<file path="config.mk">
export PLATFORM = sky130hd
export DESIGN_NAME = cursor_list_free_pool_top
export DESIGN_NICKNAME = d
export VERILOG_FILES = /design/src/rtl/clfp_pkg.sv /design/src/rtl/cursor_list_free_pool_top.sv /design/src/rtl/clfp_cell.sv
export SDC_FILE = /design/constraint.sdc
export NUM_CORES = 1
export LEC_CHECK = 0
export ABC_AREA = 1
export BUFFER_PORTS_ARGS = -buffer_cell sky130_fd_sc_hd__buf_2
export CORE_AREA = 4 4 131 133
export DETAILED_ROUTE_END_ITERATION = 10
export DIE_AREA = 0 0 135 137
export SYNTH_ARGS = -nofsm -noshare
export SYNTH_HDL_FRONTEND = slang
export SYNTH_HIERARCHICAL = 1
export SYNTH_SLANG_ARGS = --single-unit
</file>
<file path="constraint.sdc">
create_clock -name clk -period 3.7 [get_ports clk]
set_clock_uncertainty 0.15 [all_clocks]
set_input_delay 1.11 -clock clk [delete_from_list [all_inputs] [get_ports clk]]
set_output_delay 1.11 -clock clk [all_outputs]
set_load 0.01 [all_outputs]
</file>
<file path="src/rtl/clfp_pkg.sv">
// Shared types and constants of the cursor list free pool.
package clfp_pkg;

	localparam int ELEM_W = 8;
	localparam int STAT_W = 2;
	localparam int SLOT_W = 3;

	// Operation codes carried on the func field.
	localparam logic FUNC_INSERT = 1'b0;
	localparam logic FUNC_SEARCH = 1'b1;

	// Result status codes.
	localparam logic [STAT_W-1:0] STAT_INSERTED = 2'd0;
	localparam logic [STAT_W-1:0] STAT_FULL     = 2'd1;
	localparam logic [STAT_W-1:0] STAT_FOUND    = 2'd2;
	localparam logic [STAT_W-1:0] STAT_MISSING  = 2'd3;

	typedef enum logic [1:0] {
		ST_IDLE,
		ST_WALK,
		ST_EMIT
	} clfp_state_t;

	// One list entry as it moves down the row of cells on an insert.
	typedef struct packed {
		logic              used;
		logic [ELEM_W-1:0] data;
	} clfp_node_t;

	// The search probe handed from cell to cell.
	typedef struct packed {
		logic              tok;
		logic              hit;
		logic [ELEM_W-1:0] key;
	} clfp_probe_t;

endpackage

</file>
<file path="src/rtl/cursor_list_free_pool_top.sv">
// Top level of the cursor list free pool: front-insert list with a byte search.
//
// The block keeps a fixed pool of SLOTS node slots. Slots are handed out from
// the top slot downward and are never returned, so the list is held as a row
// of identical cells in list order: an insert shifts every entry one cell
// further along and places the new byte in the first cell, which is exactly
// linking the new slot in front of the list head. An insert transaction puts
// its result in a pending register, which moves on to the output register
// once that is free; when every slot is taken the insert is refused with the
// full status and changes nothing. A search transaction launches a probe
// into the first cell, and the probe moves one cell per cycle, gathering a
// hit flag, until it reaches the tail of the list; its result enters the
// pending register there (at once for an empty list) and then the output
// register. One transaction is worked on at a time, and the next one is taken
// in the cycle after the result has moved into the output register. The
// result is then held in that output register, and a new input transaction
// is accepted while an earlier result still waits there to be taken.
module cursor_list_free_pool_top
	import clfp_pkg::*;
#(
	parameter int SLOTS = 8
) (
	input  logic              clk,
	input  logic              arst_n,
	input  logic              in_valid,
	output logic              in_stall,
	input  logic              func,
	input  logic [ELEM_W-1:0] elem,
	output logic              out_valid,
	input  logic              out_stall,
	output logic [STAT_W-1:0] status,
	output logic [SLOT_W-1:0] slot
);

	localparam int IDX_W = $clog2(SLOTS);
	localparam int CNT_W = $clog2(SLOTS + 1);

	clfp_state_t state_q;
	clfp_state_t state_d;

	// Number of free slots; the next slot handed out is one below this count.
	logic [CNT_W-1:0]  free_len_q;
	logic [IDX_W-1:0]  free_slot;

	logic              accept;
	logic              out_free;
	logic              shift;
	logic              start;
	logic              pend_load;
	logic [STAT_W-1:0] pend_status_d;
	logic [SLOT_W-1:0] pend_slot_d;
	logic [STAT_W-1:0] pend_status_q;
	logic [SLOT_W-1:0] pend_slot_q;
	logic              out_load;
	logic              out_valid_q;
	logic [STAT_W-1:0] out_status_q;
	logic [SLOT_W-1:0] out_slot_q;

	// Chain wiring: entry 0 feeds the first cell, entry i+1 leaves cell i.
	clfp_node_t        node_c  [SLOTS+1];
	clfp_probe_t       probe_c [SLOTS+1];
	logic [SLOTS-1:0]  done_vec;
	logic [SLOTS-1:0]  hit_vec;
	logic              any_done;
	logic              any_hit;
	logic              head_used;

	assign node_c[0].used  = 1'b1;
	assign node_c[0].data  = elem;
	assign probe_c[0].tok  = start;
	assign probe_c[0].hit  = 1'b0;
	assign probe_c[0].key  = elem;

	for (genvar i = 0; i < SLOTS; i++) begin : g_cell
		logic nxt_used;

		if (i == SLOTS - 1) begin : g_last
			assign nxt_used = 1'b0;
		end else begin : g_mid
			assign nxt_used = node_c[i+2].used;
		end

		clfp_cell u_cell (
			.clk       (clk),
			.arst_n    (arst_n),
			.shift     (shift),
			.node_in   (node_c[i]),
			.node_out  (node_c[i+1]),
			.probe_in  (probe_c[i]),
			.probe_out (probe_c[i+1]),
			.next_used (nxt_used),
			.done      (done_vec[i])
		);

		assign hit_vec[i] = probe_c[i+1].hit;
	end

	// Only one cell can hold the probe, so a plain OR picks out its flags.
	assign any_done  = |done_vec;
	assign any_hit   = |(done_vec & hit_vec);
	assign head_used = node_c[1].used;

	assign free_slot = IDX_W'(free_len_q - CNT_W'(1));
	assign in_stall  = (state_q != ST_IDLE);
	assign accept    = in_valid & ~in_stall;
	assign out_free  = ~out_valid_q | ~out_stall;

	always_ff @(posedge clk or negedge arst_n) begin
		if (!arst_n) begin
			state_q    <= ST_IDLE;
			free_len_q <= CNT_W'(SLOTS);
		end else begin
			state_q <= state_d;
			if (shift) begin
				free_len_q <= free_len_q - CNT_W'(1);
			end
		end
	end

	always_comb begin
		state_d       = state_q;
		shift         = 1'b0;
		start         = 1'b0;
		pend_load     = 1'b0;
		pend_status_d = STAT_MISSING;
		pend_slot_d   = '0;
		out_load      = 1'b0;
		case (state_q)
			ST_IDLE: begin
				if (accept) begin
					if (func == FUNC_INSERT) begin
						pend_load = 1'b1;
						state_d   = ST_EMIT;
						if (free_len_q == '0) begin
							pend_status_d = STAT_FULL;
						end else begin
							shift         = 1'b1;
							pend_status_d = STAT_INSERTED;
							pend_slot_d   = SLOT_W'(free_slot);
						end
					end else if (!head_used) begin
						// Empty list: nothing to walk.
						pend_load     = 1'b1;
						pend_status_d = STAT_MISSING;
						state_d       = ST_EMIT;
					end else begin
						start   = 1'b1;
						state_d = ST_WALK;
					end
				end
			end
			ST_WALK: begin
				if (any_done) begin
					pend_load     = 1'b1;
					pend_status_d = any_hit ? STAT_FOUND : STAT_MISSING;
					state_d       = ST_EMIT;
				end
			end
			ST_EMIT: begin
				if (out_free) begin
					out_load = 1'b1;
					state_d  = ST_IDLE;
				end
			end
			default: begin
				state_d = ST_IDLE;
			end
		endcase
	end

	always_ff @(posedge clk) begin
		if (pend_load) begin
			pend_status_q <= pend_status_d;
			pend_slot_q   <= pend_slot_d;
		end
		if (out_load) begin
			out_status_q <= pend_status_q;
			out_slot_q   <= pend_slot_q;
		end
	end

	always_ff @(posedge clk or negedge arst_n) begin
		if (!arst_n) begin
			out_valid_q <= 1'b0;
		end else if (out_load) begin
			out_valid_q <= 1'b1;
		end else if (!out_stall) begin
			out_valid_q <= 1'b0;
		end
	end

	assign out_valid = out_valid_q;
	assign status    = out_status_q;
	assign slot      = out_slot_q;

endmodule

</file>
<file path="src/rtl/clfp_cell.sv">
// One cell of the list row: holds one listed byte and passes the search probe on.
module clfp_cell
	import clfp_pkg::*;
(
	input  logic        clk,
	input  logic        arst_n,
	input  logic        shift,
	input  clfp_node_t  node_in,
	output clfp_node_t  node_out,
	input  clfp_probe_t probe_in,
	output clfp_probe_t probe_out,
	input  logic        next_used,
	output logic        done
);

	logic              used_q;
	logic [ELEM_W-1:0] byte_q;
	logic              tok_q;
	logic              hit_q;
	logic [ELEM_W-1:0] key_q;

	always_ff @(posedge clk or negedge arst_n) begin
		if (!arst_n) begin
			used_q <= 1'b0;
			tok_q  <= 1'b0;
			hit_q  <= 1'b0;
		end else begin
			if (shift) begin
				used_q <= node_in.used;
			end
			// The probe only settles in a cell that holds a listed entry.
			tok_q <= probe_in.tok & used_q;
			hit_q <= probe_in.hit | (used_q & (byte_q == probe_in.key));
		end
	end

	always_ff @(posedge clk) begin
		if (shift) begin
			byte_q <= node_in.data;
		end
		key_q <= probe_in.key;
	end

	assign node_out.used  = used_q;
	assign node_out.data  = byte_q;
	assign probe_out.tok  = tok_q;
	assign probe_out.hit  = hit_q;
	assign probe_out.key  = key_q;

	// The probe has reached the tail of the list when the next cell is empty.
	assign done = tok_q & ~next_used;

endmodule

</file>
==> impl_metrics.csv <==
group,metric,value,unit
logic_synthesis,syn_inst,612,
timing,setup-tns-final,0,ns
outcome,outcome,"finished clean",
cells_and_area,nFillCells,1493,
global_route,grt_max_degree,83,
critical_path,endpoint_kind,"primary output",
global_route,grt_antenna_before_repair,0,
power,total_power,3.90,mW
power,p_sw,0.805,mW
routing,dr.max_layer_used,"met4",
routing,m1WireLength,3.57,mm
clock_tree,tritoncts,"yes",
critical_path,critPathMaxStageDelay,0.41,ns
global_route,grt.total_usage,10.2,%
die,die_w,135,µm
critical_path,crit_chain,"inv_1 -> nand2_2 -> buf_2",
global_route,overflow,0,
critical_path,worstSetupPathType,"flop to primary output",
run,max_cap_viol_count,0,
die,die_y,137,µm
place,dpl.cell_count,826,
die,initial_utilization,38.9,%
timing,rsz0062_at_grt,"false",
clock_tree,clock-sinks,161,
cells_and_area,final_cell_mix,"nand2_1, inv_1, edfxtp_1, dfxtp_1, nor2_1",
clock_tree,cts.clk_slew.worst_paths,0.06,ns
cells_and_area,drive_above_1_share,9.03,%
critical_path,cpLargestDelayFamily,"flip-flops",
cells_and_area,fin_cells,858,
cells_and_area,nNetsFinal,643,
clock_tree,holdBufCountCts,0,
power,p_per_area,559,mW/mm²
place,portBuffers,19,
critical_path,start_kind,"flop",
logic_synthesis,syn-cell-area,0.00616,mm²
die,io_pins,20,
routing,wirelength,8.34,mm
power,clock_power_share,43.9,%
power,p_seq_share,51.0,%
timing,fmax,415,MHz
global_route,grt_pass1_wl,14.6,mm
place,hpwl,5.72,mm
routing,drc,0,
timing,relSlewSlack,54.2,%
routing,routed-wl-met3,236,µm
routing,route.met2.wl,4.31,mm
clock_tree,insertion_delay,0.41,ns
logic_synthesis,post_synth.cell_area_avg,10.1,µm²
timing,drv_slew,0,
logic_synthesis,yosysWarningCount,6,
routing,dr_total_vias,3483,
cells_and_area,area_growth,13.1,%
power,p_leak,3.25,nW
die,coreArea,0.0158,mm²
power,p_comb_share,5.1,%
timing,setup_viol,0,
worst_hold_path,hp-class,"flop to flop",
power,p_int,3.09,mW
global_route,grt_pass1_vias,3384,
clock_tree,cts_setup_buffers,0,
routing,routedWlPerCell,9.72,µm
timing,worstMarginPinSlew,0.686,ns
cells_and_area,diodes,0,
timing,layout_setup_ws,1.29,ns
power,peakVddDrop,361,µV
cells_and_area,multi_input_area,0.00135,mm²
timing,min_period,2.41,ns
place,gp_congestion,0.739,
clock_tree,clock_path_buffers,2,
clock_tree,cts_htree_levels,4,
clock_tree,cts_resized,0,
cells_and_area,final_util,44.0,%
routing,first_pass_iters,5,
critical_path,worst-path-max-fanout,3,
clock_tree,cts_buffers,17,
place,post-place-ws,1.17,ns
critical_path,crit_arrival,1.15,ns
clock_tree,root_buffer,"clkbuf_16",
timing,hold_viol,0,
critical_path,worstPathRequired,2.44,ns
die,num_rows,46,
routing,first_iter_violations,165,
routing,vias_per_cell,4.06,
critical_path,path_buf_inv,2,
timing,period_share,65.1,%
power,power_switching_share,20.7,%
cells_and_area,layout_commonest_cell,"nand2_1",
die,die-area,0.0185,mm²
cells_and_area,register_area,0.00412,mm²
routing,ant_nets,0,
critical_path,worst_path_max_delay_cell,"dfrtp_1",
==> power by group through the flow <==
stage / registers, mW / logic [mW] / clock network, mW
after floorplan: 2.02 / 0.159 / 0
after global placement: 2.02 / 0.194 / 0
after detailed placement: 2.02 / 0.201 / 0
after CTS: 1.99 / 0.202 / 1.75
after global routing: 2.00 / 0.230 / 1.83
final: 1.99 / 0.198 / 1.71
==> final timing paths <==
kind	start	end	slack (ns)	depth (start not counted)
worst max-delay path	state_q[0]$_DFFE_PN0P_	in_stall	1.29	3
worst min-delay path	g_cell[0].u_cell/key_q[0]$_DFF_P_	g_cell[1].u_cell/key_q[0]$_DFF_P_	0.21	0
worst max register to register	free_len_q[0]$_DFFE_PN0P_	g_cell[0].u_cell/byte_q[5]$_DFFE_PP_	1.78	6
worst min register to register	g_cell[0].u_cell/key_q[0]$_DFF_P_	g_cell[1].u_cell/key_q[0]$_DFF_P_	0.21	0
max in group asynchronous	arst_n	free_len_q[2]$_DFFE_PN0P_	2.36	1
min in group asynchronous	arst_n	g_cell[6].u_cell/hit_q$_DFF_PN0_	0.59	1
==> final cells by class <==
class,instances,share of cell area [%]
Tap cell,216,3.88
Sequential cell,161,59.2
Timing Repair Buffer,20,1.65
Multi-Input combinational cell,291,19.4
Clock buffer,22,6.52
Clock inverter,10,1.94
Inverter,138,7.44
==> metrics by stage <==
| step | hold slack, ns | area, µm² |
|---|---|---|
| finish | 0.212 | 6960 |
| global route | 0.224 | 6960 |
| CTS | 0.213 | 6960 |
| global placement | 0.206 | 6370 |
| detailed placement | 0.203 | 6370 |
| floorplan | 0.194 | 6160 |
==> per-layer routing <==
layer  vias to the layer above  track usage, %
met5                         -               0
met4                         0            6.66
met3                        16            2.98
met2                        38            18.0
met1                      1568            10.7
li1                       1861               -
==> sequential cells by signal (all words and copies together) (netlist names) <==
signal,count
free_len_q,4
g_cell.u_cell/byte_q,64
g_cell.u_cell/hit_q,8
g_cell.u_cell/key_q,56
g_cell.u_cell/tok_q,8
g_cell.u_cell/used_q,8
out_valid,1
pend_slot_q,3
pend_status_q,2
slot,3
state_q,2
status,2
No activity file was read; power rests on OpenSTA's default activity.
